## config.mk

```make
export PLATFORM = sky130hd
export DESIGN_NAME = qmci_cell
export DESIGN_NICKNAME = d
export VERILOG_FILES = /design/src/sv/qmci_pkg.sv /design/src/sv/qmci_cell.sv
export SDC_FILE = /design/constraint.sdc
export NUM_CORES = 1
export LEC_CHECK = 0
export ABC_AREA = 1
export ABC_CLOCK_PERIOD_IN_PS = 850
export BUFFER_PORTS_ARGS = -buffer_cell sky130_fd_sc_hd__buf_2
export CORE_UTILIZATION = 40
export CTS_CLUSTER_DIAMETER = 80
export DETAILED_ROUTE_END_ITERATION = 6
export GPL_TIMING_DRIVEN = 0
export PLACE_DENSITY = 0.72
export SYNTH_ARGS = -nofsm -noshare
export SYNTH_HDL_FRONTEND = slang
export SYNTH_SLANG_ARGS = --single-unit
```

## constraint.sdc

```tcl
create_clock -name clk -period 0.85 [get_ports clk]
set_input_delay 0.0425 -clock clk [delete_from_list [all_inputs] [get_ports clk]]
set_output_delay 0.0425 -clock clk [all_outputs]
set_load 0.005 [all_outputs]
```

## src/sv/qmci_pkg.sv

```systemverilog
package qmci_pkg;

    localparam int COORD_W   = 24;
    localparam int RADIUS_W  = 23;
    localparam int SIZE_W    = 16;
    localparam int OFS_W     = 27;
    localparam int QUOT_W    = 17;
    localparam int LANES     = 4;
    localparam int INDEX_W   = 32;
    localparam int SHIFT_W   = 5;
    localparam int CFG_IDX_W = 2;
    localparam int LATENCY   = QUOT_W + 3;

    localparam logic [CFG_IDX_W-1:0] CFG_ORIGIN_X    = 2'd0;
    localparam logic [CFG_IDX_W-1:0] CFG_ORIGIN_Y    = 2'd1;
    localparam logic [CFG_IDX_W-1:0] CFG_CELL_WIDTH  = 2'd2;
    localparam logic [CFG_IDX_W-1:0] CFG_CELL_HEIGHT = 2'd3;

    typedef struct packed {
        logic signed [COORD_W-1:0] center_x;
        logic signed [COORD_W-1:0] center_y;
        logic [RADIUS_W-1:0]       radius;
    } qmci_in_t;

    typedef struct packed {
        logic [INDEX_W-1:0] cell_index;
        logic [SHIFT_W-1:0] shift_pairs;
        logic               out_of_range;
    } qmci_out_t;

    // one divider lane: dividend shifts out, quotient shifts in
    typedef struct packed {
        logic [QUOT_W-1:0] num;
        logic [SIZE_W-1:0] rem;
        logic              neg;
    } qmci_lane_t;

    typedef qmci_lane_t [LANES-1:0] qmci_lanes_t;

endpackage

```

## src/sv/qmci_cell.sv

```systemverilog
module qmci_cell (
    input  logic                        clk,
    input  logic                        rst_n,
    input  logic                        valid,
    input  qmci_pkg::qmci_lanes_t       lanes,
    input  logic [qmci_pkg::SIZE_W-1:0] div_x,
    input  logic [qmci_pkg::SIZE_W-1:0] div_y,
    output logic                        valid_out,
    output qmci_pkg::qmci_lanes_t       lanes_out
);

    logic                  valid_reg;
    qmci_pkg::qmci_lanes_t lanes_reg;
    qmci_pkg::qmci_lanes_t lanes_next;

    // one restoring step per lane; lanes 0,1 are x, lanes 2,3 are y
    always_comb
    begin
        for (int k = 0; k < qmci_pkg::LANES; k++)
        begin
            logic [qmci_pkg::SIZE_W:0] t;
            logic [qmci_pkg::SIZE_W:0] d;
            logic                      ge;
            logic [qmci_pkg::SIZE_W:0] diff;
            t    = {lanes[k].rem, lanes[k].num[qmci_pkg::QUOT_W-1]};
            d    = {1'b0, (k < 2) ? div_x : div_y};
            ge   = (t >= d);
            diff = t - d;
            lanes_next[k].neg = lanes[k].neg;
            lanes_next[k].num = {lanes[k].num[qmci_pkg::QUOT_W-2:0], ge};
            lanes_next[k].rem = ge ? diff[qmci_pkg::SIZE_W-1:0] : t[qmci_pkg::SIZE_W-1:0];
        end
    end

    always_ff @(posedge clk or negedge rst_n)
    begin
        if (!rst_n)
        begin
            valid_reg <= 1'b0;
        end
        else
        begin
            valid_reg <= valid;
        end
    end

    always_ff @(posedge clk)
    begin
        lanes_reg <= lanes_next;
    end

    assign valid_out = valid_reg;
    assign lanes_out = lanes_reg;

endmodule

```

# After elaboration in Yosys (flattened, before gate mapping)
# Cells that the tools add are included.
# W data, S select, Z words.
op_classes:
  addsub: 4
  n_lt_le_gt_ge: 4
  mux: 4
ops:
  columns: ["op", "count"]
  rows:
  - ["$ge A17 B16 Y1", 4]
  - ["$mux W16", 4]
  - ["$sub A16 B16 Y16", 4]
totals:
  ff_bits: 137
  inputBits: 171

# Logic depth before layout (Yosys ltp)
# Gate-level depths: netlist of the first run.
depth:
  word_depth: 2
  ltp_mapped: 14
  mapped_depth_nobuf: 13

# Least setup slack after synthesis of the first run
# No wires, ideal clock.
synth_path:
  kind: "input-to-reg"
  from: "in div_x[10] in the netlist's numbering"
  to: "reg lanes_reg (netlist bit lanes_out[5])"
  setup_time_ns: 0.112
  arrival_time_ns: 1.303
  required_time_ns: 0.738
  path_slack_ns: -0.565
  cell_stages: 13
  path_buffers: 1
  cell_sequence: "inv_1 > ha_1 > nand2_1 > inv_2 > nand2_2 > nor2_2 > nand3_1 > nand2_1 > nor2_4 > nand2_4 > buf_6 > nand2_1 > nand2_1"
synth_rtl:
  columns: ["element", "line", "text"]
  rows:
  - ["start: declaration", "qmci_cell.sv:6", "input logic [qmci_pkg::SIZE_W-1:0] div_x,"]
  - ["end signal: assignment", "qmci_cell.sv:49", "lanes_reg <= lanes_next;"]
  - ["end: declaration", "qmci_cell.sv:13", "qmci_pkg::qmci_lanes_t lanes_reg;"]

==> impl_results.md, run 1 <==
- Outcome: complete, but fails checks
- Failing checks: setup timing
- Placed wire-length estimate: 21100 um
- Slowest stage delay, CP: 290 ps
- Top-count cell post-synth: nand2_1
- WP data required: 1160 ps
- Top-area cell type share of the netlist area: 33.1%
- CTS clk-pin slew, worst paths: 70 ps
- Initial drt markers: 760
- Slew headroom: 73.8%
- Total wire length: 37400 um
- Critical Path Sink Type: register
- Post-synth EDFFs: 0
- Unrepaired setup endpoints after global routing: true
- Syn Inst Count: 1212
- Initial Util: 40.7%
- Synthesis Warnings: 0
- Final hold vios: 0
- Total power: 24.1 mW
- Syn nets: 1451
- WL per Instance: 18.4 um
- Synth unique cells: 40
- Final ANT Viol Nets: 0
- Cell row count: 52
- Worst path slowest cell: nor2_4
- Seq/Total Area, Yosys: 33.4%
- Worst path arrival time: 1630 ps
- Synth area leader: dfxtp_1
- Full die area: 21200 um2
- Number of vias per cell: 5.09
- Initial antenna violation count: 5
- Synth area leaders: dfxtp_1 (33%), nand2_1 (20%), ha_1 (9.7%), inv_1 (9.5%), nand3_1 (6.6%)
- Placed inst area: 10800 um2
- GR Overflow Total: 0
- I/O pin total: 308
- Num CTS Buffers: 17
- Fmax: 759 MHz
- MaxCap Viol Count: 0
- Origin of the worst setup path: div_x[15]
- Top delay family on crit path: simple AND/OR/NAND/NOR gates
- PwrDens: 1590 nW/um2
- CTS H-tree lvls: 4
- Clk sinks: 137
- Peak VDD IR: 1500 uV
- Vias: 10400
- CTS Buffer Depth: 2
- Fillers: 1333
- DRC viols: 0
- Worst Path Max Fanout: 8
- Critical Path Start Type: input port
- Bufs and invs on worst path: 3
- GRT Util Overall: 30.5%
- # setup viols final: 205
- Average size of a mapped cell: 6.80 um2
- Kind of critical path: in2reg
- Worst slew pin tran: 393 ps
- Most frequent cells after synthesis: nand2_1 (446), inv_1 (208), dfxtp_1 (136)
- Share of cells above drive strength 1: 49.8%
- Die X-Extent: 145 um
- I/O Buffers: 307
- CORE AREA: 20200 um2
- Main flop type after synthesis: dfxtp_1
- Root Buffer: clkbuf_16
- Finished Cell Area: 15200 um2
- Period utilization: 155%
- Clock period minus final worst setup slack: 1320 ps
- Vias in the first global route: 10100
- # nets final: 1990
- Syn Std Cell Area: 8240 um2
- Leakage power: 7.80 nW
- CTS tree: yes
- Async set or reset register ratio after synthesis: 0.730%
- Global-route wire length before repair: 50500 um
- Final setup margin: -467 ps
- Die height: 145 um
- Drt first pass iters: 6
- Final Max Slew Viols: 0
- Hold Crit Class: in2reg
- Crit path cell chain: buf_4, inv_8, ha_4, or2_4, a21oi_2, o21ai_2, nor2_4, nand2_8, buf_12, nand2_4, nand2_2
- Largest net degree at the start of global routing: 17
- Hold Path Origin: div_y[0]
- Syn-to-layout area delta: 84.1%
- Flop and latch count out of synthesis: 137
- Final Wtd Congestion: 0.890
worst min-delay path, stage by stage:
cell	delay, ps
buf_2	130
ha_1	120
inv_1	50
nand2_2	60
nand2_1	40
cell type report:
type                    count  area (um2)  share of cell area (%)
diodes                      4        10.0                  0.0660
plain buffers              12         180                    1.19
clock buffers              17         425                    2.81
clock inverters            15         181                    1.20
inverters                 221         920                    6.06
multi-input cells         841        6320                    41.7
flip-flops and latches    137        2830                    18.6
well taps                 270         338                    2.23
repair buffers            521        3970                    26.2
sequential cells by signal (all words and copies together), names as in the netlist:
signal     cells
lanes_out    136
valid_out      1
power by group:
group          leakage [nW]  switching [mW]  internal (mW)
combinational          6.34            4.67           4.10
sequential             1.16           0.280           7.24
clock                 0.294            3.57           4.22
total                  7.80            8.52           15.6
final timing paths:
| kind | to | slack (ps) | depth (start not counted) |
|---|---|---|---|
| setup / recovery | lanes_out[38] | -470 | 11 |
| hold / removal | lanes_out[69] | 60 | 5 |
| max in group asynchronous | valid_out | 310 | 3 |
| min in group asynchronous | valid_out | 440 | 3 |
through the flow:
stage / setup WS [ps] / setup TNS, ps / utilization (%) / hold WS (ps) / cells
floorplan: -516 / -31200 / - / -253 / 1212
global route: -544 / -39260 / 75.0 / 77.2 / 2038
detailed placement: -940 / -57890 / 53.6 / -178 / 1789
CTS: -341 / -24610 / 70.0 / 43.1 / 2018
finish: -467 / -31540 / 75.0 / 58.8 / 2038
global placement: -939 / -56810 / 53.6 / -183 / 1789
placed cells by master, fill, tap and decap left out, types with 20 or more instances in the layout:
| cell type | Yosys | routed |
|---|---|---|
| dfxtp_2 | 0 | 57 |
| nand3_1 | 108 | 76 |
| a21oi_1 | 35 | 27 |
| ha_4 | 0 | 57 |
| dfxtp_1 | 136 | 77 |
| inv_2 | 13 | 32 |
| buf_2 | 5 | 257 |
| buf_6 | 2 | 63 |
| nand2_1 | 446 | 307 |
| inv_1 | 208 | 163 |
| clkbuf_16 | 0 | 20 |
| nand2_4 | 5 | 47 |
| dlygate4sd3_1 | 0 | 135 |
| nor2_1 | 44 | 32 |
| nand2_2 | 34 | 126 |
| nand3_2 | 8 | 33 |
| buf_4 | 4 | 60 |
what timing repair did:
item	in CTS	in global routing
gates resized for setup	238	242
hold buffers	135	0
setup endpoints to repair	205	205
cloned	4	4
pin swaps	56	73
endpoints found under the hold margin	134	0
buffers inserted	60	13
logic make-up (layout without fill, tap and decap cells):
kind of cell	Yosys count	count (layout)	share of synthesized area, %
AO/OA/AOI/OAI	46	46	3.24
XOR/XNOR	24	24	2.55
flip-flops	137	137	33.4
buffers and inverters	234	786	11.5
adder cells (fa/ha/maj)	68	68	10.7
AND/OR/NAND/NOR	703	703	38.7
other	0	4	0
layer usage:
layer | global-route usage (%) | wire (um)
met5 | 0 | 8
met4 | 17.4 | 2550
met3 | 6.49 | 3030
met2 | 54.3 | 18200
met1 | 33.5 | 13600
(Power assumes the default switching activity.)
==> run 2: changes to the inputs <==
--- a/config.mk
+++ b/config.mk
@@ -6,13 +6,13 @@
 export NUM_CORES = 1
 export LEC_CHECK = 0
 export ABC_AREA = 1
-export ABC_CLOCK_PERIOD_IN_PS = 850
+export ABC_CLOCK_PERIOD_IN_PS = 1100
 export BUFFER_PORTS_ARGS = -buffer_cell sky130_fd_sc_hd__buf_2
 export CORE_UTILIZATION = 40
 export CTS_CLUSTER_DIAMETER = 80
 export DETAILED_ROUTE_END_ITERATION = 6
 export GPL_TIMING_DRIVEN = 0
-export PLACE_DENSITY = 0.72
+export PLACE_DENSITY = 0.75
 export SYNTH_ARGS = -nofsm -noshare
 export SYNTH_HDL_FRONTEND = slang
 export SYNTH_SLANG_ARGS = --single-unit
==> constraint.sdc (replaced) <==
create_clock -name clk -period 1.1 [get_ports clk]
set_input_delay 0.055 -clock clk [delete_from_list [all_inputs] [get_ports clk]]
set_output_delay 0.055 -clock clk [all_outputs]
set_load 0.005 [all_outputs]
==> impl_results.md, run 2 (synthesis gave the netlist of run 1 again) <==
- MaxCap Viol Count: 0 (unchanged)
- WL per Instance: 17.5 um (-4.8%)
- Full die area: 21200 um2 (unchanged)
- Cell row count: 52 (unchanged)
- CP Depth: 10 (-1)
- Hold Crit Depth: 5 (unchanged)
- Initial drt markers: 640 (-16%)
- Worst Path Max Fanout: 5 (-3)
- Worst path slowest cell: o21ai_2
- I/O pin total: 308 (unchanged)
- Largest register FFs: 136 (unchanged)
- Top delay family on crit path: compound AO/OA/AOI/OAI gates
- Clock period minus final worst setup slack: 1330 ps
- Vias: 10300 (-0.67%)
- Critical Path Start Type: input port
- # nets final: 1976 (-0.70%)
- Vias in the first global route: 9849 (-2.9%)
- Number of vias per cell: 5.08 (about the same)
- CTS clk-pin slew, worst paths: 90 ps (+20 ps)
- Most common cell after layout, fill and taps aside: nand2_1
- Root Buffer: clkbuf_16
- Die X-Extent: 145 um (unchanged)
- WP data required: 1420 ps (+260 ps)
- Final ANT Viol Nets: 0 (unchanged)
- Final hold vios: 0 (unchanged)
- Failing checks: DRC, setup timing
- Share of cells above drive strength 1: 44.4% (-5.4 points)
- GR Overflow Total: 0 (unchanged)
- Unrepaired setup endpoints after global routing: true
- Hold Crit Class: in2reg
- Fillers: 1394 (+4.6%)
- Layout Utilization: 71.9% (-3.1 points)
- Leakage power: 7.58 nW (-2.8%)
- Outcome: complete, but fails checks
- CORE AREA: 20200 um2 (unchanged)
- GRT Util Overall: 29.5% (-0.92 points)
- Die height: 145 um (unchanged)
- Fmax: 754 MHz
- Slew headroom: 76.8% (+3.0 points)
- Post-route setup TNS: -7240 ps (+24290 ps)
- Placed Cells incl. Taps: 1789 (unchanged)
- DRC viols: 4 (+4)
- # setup viols final: 66 (-68%)
- Kind of critical path: in2reg
- Final Wtd Congestion: 0.940 (+5.5%)
- Final setup margin: -226 ps (+242 ps)
- Largest net degree at the start of global routing: 19 (+2)
- Placed wire-length estimate: 21300 um (+0.93%)
- Most frequent cells in the layout: nand2_1 (331), buf_2 (291), inv_1 (171)
- Clk sinks: 137 (unchanged)
- Initial Util: 40.7% (unchanged)
- Worst path arrival time: 1640 ps (about the same)
- Non-filler cells, final: 2026 (-0.59%)
- Num CTS Buffers: 17 (unchanged)
- Period utilization: 121%
- Crit path cell chain: buf_6, inv_4, ha_4, inv_4, nor2_4, a21oi_2, o21ai_4, nor2_4, nand2_4, o21ai_2
- Drt first pass iters: 7 (+1)
- CTS Buffer Depth: 2 (unchanged)
- Initial antenna violation count: 7 (+2)
- Syn-to-layout area delta: 76.6%
- Total wire length: 35400 um (-5.4%)
- CTS tree: yes
- PwrDens: 1240 nW/um2 (-22%)
- Peak VDD IR: 1020 uV (-32%)
- Final Max Slew Viols: 0 (unchanged)
- Slowest stage delay, CP: 330 ps (+40 ps)
- Critical Path Sink Type: register
- CTS H-tree lvls: 4 (unchanged)
- Worst slew pin tran: 348 ps (-45.3 ps)
- Global-route wire length before repair: 48900 um (-3.2%)
- I/O Buffers: 307 (unchanged)
- Bufs and invs on worst path: 3 (unchanged)
## run 2: cell types whose count changed in the layout (fill, tap and decap cells not counted), sizes merged
cell and change:
dlygate4sd3 -1, bufinv -1, nand2 +1, buf -16
clkinvlp -1, clkinv +2, clkbuf +2, diode +2
## run 2: per-layer routing
metal / part of all wire, % / up-vias / global-route usage, %
met2: 49 / 568 / 52.7
met1: 37 / 4765 / 32.8
li1: - / 4800 / -
met4: 5.6 / 4 / 15.8
met3: 8.1 / 161 / 6.24
met5: 0.073 / - / 0
## run 2: worst paths after layout
kind	start	to	slack (ps)
max in group asynchronous	rst_n	valid_out	560
hold / removal	div_y[0]	lanes_out[69]	50
min in group asynchronous	rst_n	valid_out	440
setup / recovery	div_x[15]	lanes_out[36]	-230
## run 2: metrics by stage
step	power (mW)	hold slack [ps]	setup slack, ps	area (um2)
floorplan	8.64	-241	-278	8970
global placement	10.2	-170	-705	10800
detailed placement	10.3	-169	-741	10800
CTS	17.1	44.4	-105	13600
global route	18.9	79.6	-263	14500
finish	18.1	47.4	-226	14500
## run 2: final cells by class
| class | instances | area [um2] | area share, % |
|---|---|---|---|
| plain buffers | 12 | 168 | 1.15 |
| repair buffers | 506 | 3620 | 24.9 |
| well taps | 270 | 338 | 2.32 |
| multi-input cells | 842 | 6130 | 42.2 |
| inverters | 221 | 902 | 6.20 |
| clock inverters | 15 | 194 | 1.33 |
| flip-flops and latches | 137 | 2750 | 18.9 |
| diodes | 6 | 15.0 | 0.103 |
| clock buffers | 17 | 425 | 2.92 |
## run 2: what timing repair did
action / 4_1_cts / 5_1_grt
hold buffers: 134 / 0
resized for setup: 128 / 182
pin swaps: 41 / 71
setup endpoints to repair: 68 / 67
buffers inserted: 38 / 24
hold endpoints to repair: 133 / 0
cloned: 2 / 4
## run 2: power breakdown
part           switching (mW)  leakage [nW]  internal [mW]  total (mW)
clock                    2.91         0.300           3.11        6.03
sequential              0.157          1.16           5.55        5.70
combinational            3.45          6.12           2.92        6.37
==> run 3: changes to the inputs <==
--- a/config.mk
+++ b/config.mk
@@ -6,13 +6,14 @@
 export NUM_CORES = 1
 export LEC_CHECK = 0
 export ABC_AREA = 1
-export ABC_CLOCK_PERIOD_IN_PS = 1100
+export ABC_CLOCK_PERIOD_IN_PS = 1440
 export BUFFER_PORTS_ARGS = -buffer_cell sky130_fd_sc_hd__buf_2
 export CORE_UTILIZATION = 40
 export CTS_CLUSTER_DIAMETER = 80
 export DETAILED_ROUTE_END_ITERATION = 6
 export GPL_TIMING_DRIVEN = 0
-export PLACE_DENSITY = 0.75
+export HOLD_SLACK_MARGIN = 0.06
+export PLACE_DENSITY = 0.72
 export SYNTH_ARGS = -nofsm -noshare
 export SYNTH_HDL_FRONTEND = slang
 export SYNTH_SLANG_ARGS = --single-unit
==> constraint.sdc (replaced) <==
create_clock -name clk -period 1.44 [get_ports clk]
set_input_delay 0.072 -clock clk [delete_from_list [all_inputs] [get_ports clk]]
set_output_delay 0.072 -clock clk [all_outputs]
set_load 0.005 [all_outputs]
==> impl_results.md, run 3 (synthesis gave the netlist of run 1 again) <==
- CORE AREA: 20200 um2 (unchanged)
- Area taken by multi-input logic gates: 4860 um2 (-21%)
- Clk sinks: 137 (unchanged)
- Total wire length: 28000 um (-21%)
- CTS tree: yes
- Period utilization: 96.2%
- Global-route wire length before repair: 42700 um (-13%)
- Final Max Slew Viols: 0 (unchanged)
- Finished Cell Area: 12500 um2 (-14%)
- Hold Crit Class: in2reg
- Slew headroom: 76.1% (-0.69 points)
- Peak VDD IR: 672 uV (-34%)
- Initial drt markers: 455 (-29%)
- Total power: 12.5 mW (-31%)
- Critical Path Start Type: input port
- Vias: 9210 (-11%)
- CTS Buffer Depth: 2 (unchanged)
- I/O Buffers: 307 (unchanged)
- Top Layer Used: met5
- Initial antenna violation count: 9 (+2)
- Placed inst area: 10100 um2 (-6.5%)
- GR Overflow Total: 0 (unchanged)
- Die height: 145 um (unchanged)
- Post-route setup TNS: 0 ps (+7240 ps)
- # nets final: 1922 (-2.7%)
- Final setup margin: 54.2 ps (+280 ps)
- CTS clk-pin slew, worst paths: 80 ps (about the same)
- PwrDens: 1000 nW/um2 (-19%)
- Final ANT Viol Nets: 0 (unchanged)
- Critical Path Sink Type: register
- Final hold vios: 0 (unchanged)
- Syn-to-layout area delta: 51.8%
- Worst Path Max Fanout: 10 (+5)
- Die X-Extent: 145 um (unchanged)
- Cell row count: 52 (unchanged)
- Worst path arrival time: 1690 ps (+50 ps)
- Leakage power: 7.02 nW (-7.3%)
- Share of cells above drive strength 1: 29.0% (-15 points)
- Initial Util: 40.7% (unchanged)
- CTS H-tree lvls: 4 (unchanged)
- Root Buffer: clkbuf_16
- Final Wtd Congestion: 0.913 (-2.9%)
- Largest net degree at the start of global routing: 19 (unchanged)
- Most common cell after layout, fill and taps aside: nand2_1
- GRT Util Overall: 25.7% (-3.8 points)
- Failing checks: DRC
- Full die area: 21200 um2 (unchanged)
- Number of vias per cell: 4.67 (-8.1%)
- Clock period minus final worst setup slack: 1390 ps
- DRC viols: 4 (unchanged)
- WL per Instance: 14.2 um (-19%)
- # setup viols final: 0 (-100%)
- I/O pin total: 308 (unchanged)
- Kind of critical path: in2reg
- Fmax: 722 MHz
- Metal3 WL: 2060 um (-28%)
- FF+latch area: 2750 um2 (unchanged)
- Vias in the first global route: 8710 (-12%)
- WL met1: 10900 um (-17%)
- MaxCap Viol Count: 0 (unchanged)
- Pre-CTS setup slack: -433 ps (+307 ps)
- Most frequent cells in the layout: nand2_1 (442), buf_2 (310), inv_1 (196)
- Num CTS Buffers: 17 (unchanged)
- Drt first pass iters: 7 (unchanged)
- Worst slew pin tran: 357 ps (+9.64 ps)
- Placed wire-length estimate: 20200 um (-5.2%)
- Outcome: complete, but fails checks
- Largest register FFs: 136 (unchanged)
- WP data required: 1740 ps (+320 ps)
- Wire length on met2: 14100 um (-19%)
- Fillers: 1806 (+30%)
[run 3: path summary, 6_finish.rpt]
| kind | from | to | slack (ps) | cells past startpoint |
|---|---|---|---|---|
| worst max-delay path | div_x[9] | lanes_out[6] | 50 | 14 |
| worst min-delay path | div_y[1] | lanes_out[70] | 90 | 5 |
| max in group asynchronous | rst_n | valid_out | 880 | 3 |
| min in group asynchronous | rst_n | valid_out | 460 | 3 |
[run 3: layer usage]
metal  vias up  track usage [%]
met5         -                0
met1      4087             28.4
met2       371             47.4
met3        60             5.61
met4         4             10.4
li1       4688                -
[run 3: worst max-delay path, stage by stage]
cell and delay [ps]:
buf_2 100, inv_1 110, ha_2 330, nand2_1 80, inv_1 70, nand2_2 70
nor2_2 50, nand3_1 60, nand2_1 80, nor2_4 220, nand2_4 120, buf_6 160
nand2_1 60, nand2_1 90
[run 3: area by class of cell]
cell class,count,share of cell area [%]
inverter,221,6.64
buffer,12,0.921
clock buffer,17,3.40
timing repair buffer,453,23.8
clock inverter,15,1.61
tap,270,2.70
multi-input combinational,841,38.9
antenna,6,0.120
sequential,137,22.0
[run 3: per-stage QoR]
stage,util (%),std cells,hold slack [ps]
3_3_place_gp,50.1,1789,-153
2_1_floorplan,-,1212,-224
4_1_cts,59.9,1956,81.1
3_5_place_dp,50.1,1789,-152
5_1_grt,61.8,1970,102
6_report,61.8,1972,90.3
[run 3: repair_timing]
item	CTS	global route
endpoints found under the setup margin	0	45
buffers inserted	0	11
hold buffers	135	0
hold endpoints to repair	134	0
resized for setup	0	53
[run 3: report_power, final]
| part | internal, mW | total (mW) | switching [mW] |
|---|---|---|---|
| Sequential | 4.24 | 4.35 | 0.118 |
| Clock | 2.38 | 4.52 | 2.14 |
| Combinational | 1.65 | 3.66 | 2.01 |
